--- config.mk ---
export PLATFORM = sky130hd
export DESIGN_NAME = bbc_cell
export DESIGN_NICKNAME = d
export VERILOG_FILES = /design/src/design/bbc_pkg.sv /design/src/design/bbc_cell.sv
export SDC_FILE = /design/constraint.sdc
export NUM_CORES = 1
export LEC_CHECK = 0
export ABC_AREA = 1
export BUFFER_PORTS_ARGS = -buffer_cell sky130_fd_sc_hd__clkbuf_2
export CAP_MARGIN = 20
export CORE_MARGIN = 2
export CORE_UTILIZATION = 30
export CTS_CLUSTER_SIZE = 8
export DETAILED_ROUTE_END_ITERATION = 10
export PLACE_DENSITY_LB_ADDON = 0.2
export SLEW_MARGIN = 20
export SYNTH_ARGS = -nofsm -noshare
export SYNTH_HDL_FRONTEND = slang
export SYNTH_SLANG_ARGS = --single-unit
--- constraint.sdc ---
create_clock -name clk -period 2.9 [get_ports clk]
set_input_delay 0.145 -clock clk [delete_from_list [all_inputs] [get_ports clk]]
set_output_delay 0.145 -clock clk [all_outputs]
set_load 0.01 [all_outputs]
--- src/design/bbc_pkg.sv ---
// Shared types and codes for the block buffer cache tag store.
package bbc_pkg;

  // Request kinds.
  typedef enum logic {
    OP_GET     = 1'b0,
    OP_RELEASE = 1'b1
  } op_t;

  // Reply codes.
  typedef enum logic [2:0] {
    ST_HIT      = 3'd0,
    ST_MISS     = 3'd1,
    ST_BUSY     = 3'd2,
    ST_NOFREE   = 3'd3,
    ST_RELEASED = 3'd4,
    ST_REL_ERR  = 3'd5
  } status_t;

  // One request beat.
  typedef struct packed {
    op_t         operation;
    logic [15:0] disk_block;
    logic [5:0]  buffer_index;
  } in_item_t;

  // One reply beat.
  typedef struct packed {
    status_t     status;
    logic [5:0]  granted_buffer;
    logic [15:0] evicted_block;
  } out_item_t;

  // Update broadcast from the controller to the row of buffer cells.
  typedef struct packed {
    logic grab;   // the selected cell goes busy and leaves the free list
    logic retag;  // with grab: the selected cell takes the new tag
    logic drop;   // the selected cell goes free at the free-list tail
  } cell_cmd_t;

endpackage

--- src/design/bbc_cell.sv ---
// One buffer slot: tag, busy flag and its position in the LRU free list.
module bbc_cell #(
  parameter int IDX_W = 6,
  parameter int TAG_W = 16,
  parameter logic [TAG_W-1:0] RST_TAG = '0,
  parameter logic [IDX_W-1:0] RST_RANK = '0
) (
  input  logic                 clk,
  input  logic                 rst_n,
  input  logic [TAG_W-1:0]     lookup_tag,
  input  bbc_pkg::cell_cmd_t   cmd,
  input  logic                 sel,
  input  logic [IDX_W-1:0]     cmd_rank,
  input  logic [TAG_W-1:0]     new_tag,
  output logic                 match,
  output logic                 busy,
  output logic                 head,
  output logic [TAG_W-1:0]     tag,
  output logic [IDX_W-1:0]     rank
);

  logic [TAG_W-1:0] tag_r;
  logic             busy_r;
  logic [IDX_W-1:0] rank_r;

  // Local lookup results. A free cell of rank zero is the free-list head.
  assign match = (tag_r == lookup_tag);
  assign busy  = busy_r;
  assign head  = !busy_r && (rank_r == '0);
  assign tag   = tag_r;
  assign rank  = rank_r;

  // A grab removes one free slot at rank cmd_rank, so every free cell behind
  // it moves up by one. A drop puts the selected cell at the tail.
  always_ff @(posedge clk) begin
    if (!rst_n) begin
      tag_r  <= RST_TAG;
      busy_r <= 1'b0;
      rank_r <= RST_RANK;
    end else begin
      if (cmd.grab) begin
        if (sel) begin
          busy_r <= 1'b1;
          if (cmd.retag) begin
            tag_r <= new_tag;
          end
        end else if (!busy_r && (rank_r > cmd_rank)) begin
          rank_r <= rank_r - 1'b1;
        end
      end
      if (cmd.drop && sel) begin
        busy_r <= 1'b0;
        rank_r <= cmd_rank;
      end
    end
  end

endmodule

==> results of run 1 <==
critical path, stage by stage (launching register included):
cell and delay (ns):
dfxtp_1 0.35, inv_1 0.17, ha_1 0.21, nand3_1 0.12
nor3_1 0.17, clkbuf_2 0.16
power by group through the flow:
stage / Combinational, mW / Clock, mW / Sequential [mW]
2_1_floorplan: 0.133 / 0 / 0.370
3_3_place_gp: 0.213 / 0 / 0.365
3_5_place_dp: 0.215 / 0 / 0.365
4_1_cts: 0.216 / 0.208 / 0.358
5_1_grt: 0.245 / 0.222 / 0.362
6_report: 0.213 / 0.198 / 0.357
sequential cells by signal (all words and copies together) (netlist names):
register and count:
tag 16, rank 6, busy 1
worst max-delay path by stage:
stage            start       to  slack [ns]  cells after the start
6_report       rank[0]     head        1.31                      5
5_1_grt        rank[0]     head        1.16                      5
4_1_cts        rank[0]     head        1.28                      5
3_5_place_dp       sel  tag[11]        1.26                      4
3_3_place_gp       sel  tag[11]        1.31                      4
2_1_floorplan  rank[0]  rank[4]        1.44                     10
final cells by class:
class | instances | area, µm²
clock buffer | 3 | 41.3
tap | 52 | 65.1
timing repair buffer | 68 | 340
fill | 507 | 2610
inverter | 34 | 128
clock inverter | 1 | 5.00
multi-input combinational | 135 | 800
sequential | 23 | 460
synthesized netlist by cell type, drive strengths merged:
library cell / count / area share, %
dfxtp: 23 / 33
clkbuf: 2 / 0.53
nand2: 35 / 12
a21oi: 24 / 9.5
nand3: 11 / 4.2
xnor2: 12 / 7.4
ha: 7 / 6.2
nor2: 11 / 3.4
nor3: 3 / 1.1
or2: 4 / 1.8
o21ai: 21 / 7.7
inv: 34 / 9.0
and2: 1 / 0.44
buf: 4 / 1.8
nand4: 6 / 2.7
logic make-up after synthesis:
logic type                 after synthesis
DFF                                     23
and+or+nand+nor                         71
xor gates and xnor gates                12
buffers and inverters                   40
AOI/OAI and AO/OA                       45
adders and majority gates                7
stage by stage:
step | util [%] | instances | area [µm²] | hold slack, ns | setup WS [ns]
floorplan | - | 198 | 1420 | 0.320 | 1.44
global placement | 40.2 | 312 | 1790 | 0.412 | 1.31
detailed placement | 40.2 | 312 | 1790 | 0.430 | 1.26
CTS | 41.3 | 316 | 1830 | 0.152 | 1.28
global route | 41.4 | 316 | 1840 | 0.161 | 1.16
finish | 41.4 | 316 | 1840 | 0.156 | 1.31
metal layers:
| layer | part of all wire [%] | track usage [%] | wire length [µm] |
|---|---|---|---|
| met1 | 47 | 17.2 | 1610 |
| met2 | 46 | 23.0 | 1570 |
| met3 | 6.5 | 3.87 | 223 |
| met4 | 0.56 | 1.85 | 19 |
| met5 | 0 | 0 | 0 |
cell usage in the layout, fill, tap and decap left out, drive strengths merged:
master | netlist | routed
inv | 34 | 34
or2 | 4 | 4
nand4 | 6 | 6
and2 | 1 | 1
nor3 | 3 | 3
xnor2 | 12 | 12
a21oi | 24 | 24
nand2 | 35 | 35
clkinv | 0 | 1
clkbuf | 2 | 71
dfxtp | 23 | 23
nor2 | 11 | 11
ha | 7 | 7
nand3 | 11 | 11
o21ai | 21 | 21
==> summary.txt, run 1 <==
Run status
  – Outcome: finished clean

Power
  – Worst IR Drop VDD: 0.319 mV
  – Sw power: 0.240 mW
  – Pwr/cell area: 418 nW/µm²
  – Logic gate share of total power: 27.7%
  – Sw frac: 31.3%
  – Sequential power share: 46.5%
  – Leakage: 0.914 nW
  – Power Total: 0.768 mW
  – Int Power: 0.528 mW
  – Clock share of power: 25.8%

Routing
  – DR DRC count: 0
  – Drt wl/cell: 10.8 µm
  – Starting DRC count in detailed routing: 40
  – Routed vias: 1428
  – Total wire length: 3420 µm
  – Number of vias per cell: 4.52
  – Initial DRT Pass Iterations: 4
  – Number of antenna-violating nets in the routed design: 0

Die
  – Core area: 4440 µm²
  – # IOs: 69
  – Core Rows: 24
  – Die width: 72.7 µm
  – Die H: 72.7 µm
  – Die area: 5280 µm²
  – Starting Density: 31.8%

Clock network
  – CTS sink cnt: 23
  – Worst-Skew Late Latency: 0.26 ns
  – Post CTS Setup Buffer Count: 0
  – Post_cts resized: 0
  – Root buf cell: clkbuf_8
  – CTS buffer count: 3
  – Clock slew at reported path FFs: 0.08 ns
  – Htree depth: 1
  – TritonCTS clock tree: done
  – Cts hold-fix bufs: 0
  – Clock buffer depth: 2

Min path
  – Hold Startpoint: new_tag[7]
  – WHS Endpoint: tag[7]
  – Hold path depth: 3
  – Worst Hold Class: in2reg

Run
  – Max_cap viols: 0

Global route
  – Tot GR Track Use: 13.5%
  – First-pass GRT wire length: 5690 µm
  – Antenna violations before repair: 0
  – Largest net degree at the start of global routing: 33
  – Number of global-route vias before repair: 1289
  – Grt ovf: 0

Yosys
  – FF+latch count, synth: 23
  – Syn nets: 249
  – Post-synthesis compound-gate area fraction: 17.2%
  – Mux cell area share after synthesis: 0%
  – Sequential area share after synthesis: 32.5%
  – Adder-cell share of the synthesized area: 6.19%
  – Combinational family with the most area after synthesis: simple AND/OR/NAND/NOR gates
  – Ys Warns: 0
  – Cell count after synthesis: 198
  – Yosys cell types: 26
  – Post-synthesis simple-gate area fraction: 25.3%
  – Xor and xnor area share after synthesis: 7.43%
  – Post-Syn Area: 1420 µm²
  – Syn Area/Cell: 7.15 µm²

Critical path
  – Worst EP required: 2.76 ns
  – Arrival @ worst endpoint: 1.45 ns
  – Setup CP Type: reg2out
  – Critical Path Fanout Max: 6
  – Worst Setup End Kind: output pin
  – Reg2reg end: rank[0]
  – Critical R2R Launch: rank[3]
  – Reg2reg path depth: 9
  – Setup slack, reg-to-reg: 1.34 ns
  – Startpoint Class: flip-flop

Timing
  – FMAX: 629 MHz
  – Final Hold Fails: 0
  – Crit path time final: 1.59 ns
  – Final setup violation count: 0
  – Worst-Margin Slew: 0.541 ns
  – Slew Viols, Final: 0
  – RSZ-0062 raised after global routing: no
  – Period utilisation layout: 54.8%
  – Setup TNS Final: 0 ns
  – Slew Limit Headroom: 63.8%
  – Skew final: 0.00286 ns

Cells and area
  – Antenna diode count: 0
  – Final Net Count: 316
  – Share of layout cells above drive strength 1: 34.5%
  – P&R area growth vs syn: 30.0%

Place
  – Placer Congestion: 0.791
  – IO Port Bufs: 68
  – Hpwl dp: 2740 µm
No activity file was read; power rests on OpenSTA's default activity.
==> run 2, diff against run 1 <==
- clock period: 2.9 -> 1.3 ns (I/O delays scaled with it)
==> summary.txt, run 2 (same netlist as run 1, synthesis figures left out) <==
Global route
  – Number of global-route vias before repair: 1433
  – Grt ovf: 0
  – Largest net degree at the start of global routing: 33
  – First-pass GRT wire length: 6520 µm
  – Tot GR Track Use: 15.4%
  – Antenna violations before repair: 0

Power
  – Pwr/cell area: 864 nW/µm²
  – Worst IR Drop VDD: 0.337 mV
  – Power Total: 1.89 mW
  – Leakage: 1.06 nW

Routing
  – Number of antenna-violating nets in the routed design: 0
  – Starting DRC count in detailed routing: 48
  – DR DRC count: 0
  – Routed vias: 1530
  – Number of vias per cell: 4.54
  – Initial DRT Pass Iterations: 4
  – Total wire length: 4020 µm
  – Drt wl/cell: 11.9 µm

Clock network
  – Worst-Skew Late Latency: 0.26 ns
  – Htree depth: 1
  – Clock slew at reported path FFs: 0.08 ns
  – Clock buffer depth: 2
  – TritonCTS clock tree: done
  – Root buf cell: clkbuf_8
  – Cts hold-fix bufs: 0
  – CTS buffer count: 3
  – CTS sink cnt: 23

Place
  – # placed instances: 322
  – Placer Congestion: 0.757
  – Post-placement worst setup slack: -0.0755 ns
  – Hpwl dp: 3010 µm
  – Area of placed instances: 1940 µm²
  – IO Port Bufs: 68

Run status
  – Outcome: finished with violations
  – Failing checks: setup timing

Min path
  – Worst Hold Class: in2reg
  – Hold Startpoint: new_tag[7]

Critical path
  – Worst Setup End Kind: flip-flop
  – Startpoint Class: flip-flop
  – Crit path launch: rank[5]
  – Worst EP required: 1.46 ns
  – Arrival @ worst endpoint: 1.54 ns
  – Critical R2R Launch: rank[5]
  – Critical Path Fanout Max: 5
  – Setup CP Type: reg2reg

Timing
  – FMAX: 727 MHz
  – Setup ws final: -0.0749 ns
  – Worst-Margin Slew: 0.336 ns
  – Worst hold margin: 0.0719 ns
  – RSZ-0062 raised after global routing: yes
  – Final Hold Fails: 0
  – Skew final: 0.00208 ns
  – Period utilisation layout: 106%
  – Final setup violation count: 7
  – Slew Viols, Final: 0
  – Crit path time final: 1.37 ns
  – Slew Limit Headroom: 77.6%
  – Setup TNS Final: -0.461 ns

Cells and area
  – Final Net Count: 337
  – Share of layout cells above drive strength 1: 53.7%
  – P&R area growth vs syn: 54.8%
  – Max FFs per register: 16
  – Most frequent cells in the layout: clkbuf_2, inv_1, nand2_1, a21oi_1, buf_4
  – Post-layout instance area: 2190 µm²
  – Most common cell after layout, fill and taps aside: clkbuf_2
  – Area of the multi-input gates: 958 µm²
  – Finished Layout Cells: 337
  – Reg area: 493 µm²
  – Antenna diode count: 0
  – Final core occ: 49.3%
  – Fill count: 455

Die
  – Die H: 72.7 µm
  – Starting Density: 31.8%
  – Die width: 72.7 µm
  – Core area: 4440 µm²
  – # IOs: 69
  – Core Rows: 24
  – Die area: 5280 µm²

Run
  – Max_cap viols: 0
-- run 2: cell types whose count changed in the layout (fill, tap and decap cells not counted), sizes merged --
| cell | delta |
|---|---|
| buf | +21 |
| clkbuf | -1 |
| nand2 | +1 |
-- run 2: what timing repair did --
item	in CTS	in global routing
buffers inserted	10	0
gates cloned	1	0
resized for setup	26	14
setup endpoints to repair	8	8
pin swaps	20	4
-- run 2: layout make-up --
class	instances	area share (%)
tap	52	2.97
clock buffer	3	1.88
inverter	34	5.94
clock inverter	1	0.228
sequential	23	22.5
timing repair buffer	88	22.7
multi-input combinational	136	43.7
-- run 2: report_power, final --
| group | internal [mW] | total, mW | switching [mW] |
|---|---|---|---|
| clock network | 0.214 | 0.447 | 0.233 |
| registers | 0.755 | 0.797 | 0.0416 |
| logic | 0.315 | 0.650 | 0.335 |
-- run 2: worst paths after layout --
kind,end,slack [ns],cells after the start
worst max-delay path,rank[2],-0.07,10
worst min-delay path,tag[7],0.07,3
worst max register to register,rank[2],-0.07,10
worst min register to register,tag[11],0.46,2
-- run 2: layer usage --
layer	part of all wire, %	up-vias	GRT usage (%)
li1	-	812	-
met1	48	680	21.5
met2	48	36	24.9
met3	4.4	2	2.21
met4	0.37	0	4.32
met5	0	-	0
-- run 2: critical path, stage by stage, from the launching register on --
cell	delay, ns
dfxtp_4	0.36
ha_4	0.27
nand2_4	0.05
nor2_4	0.11
nand2_1	0.07
nand3_2	0.08
nand2_4	0.10
nand2_8	0.10
nand2_2	0.04
nand2_1	0.05
nor2_1	0.04
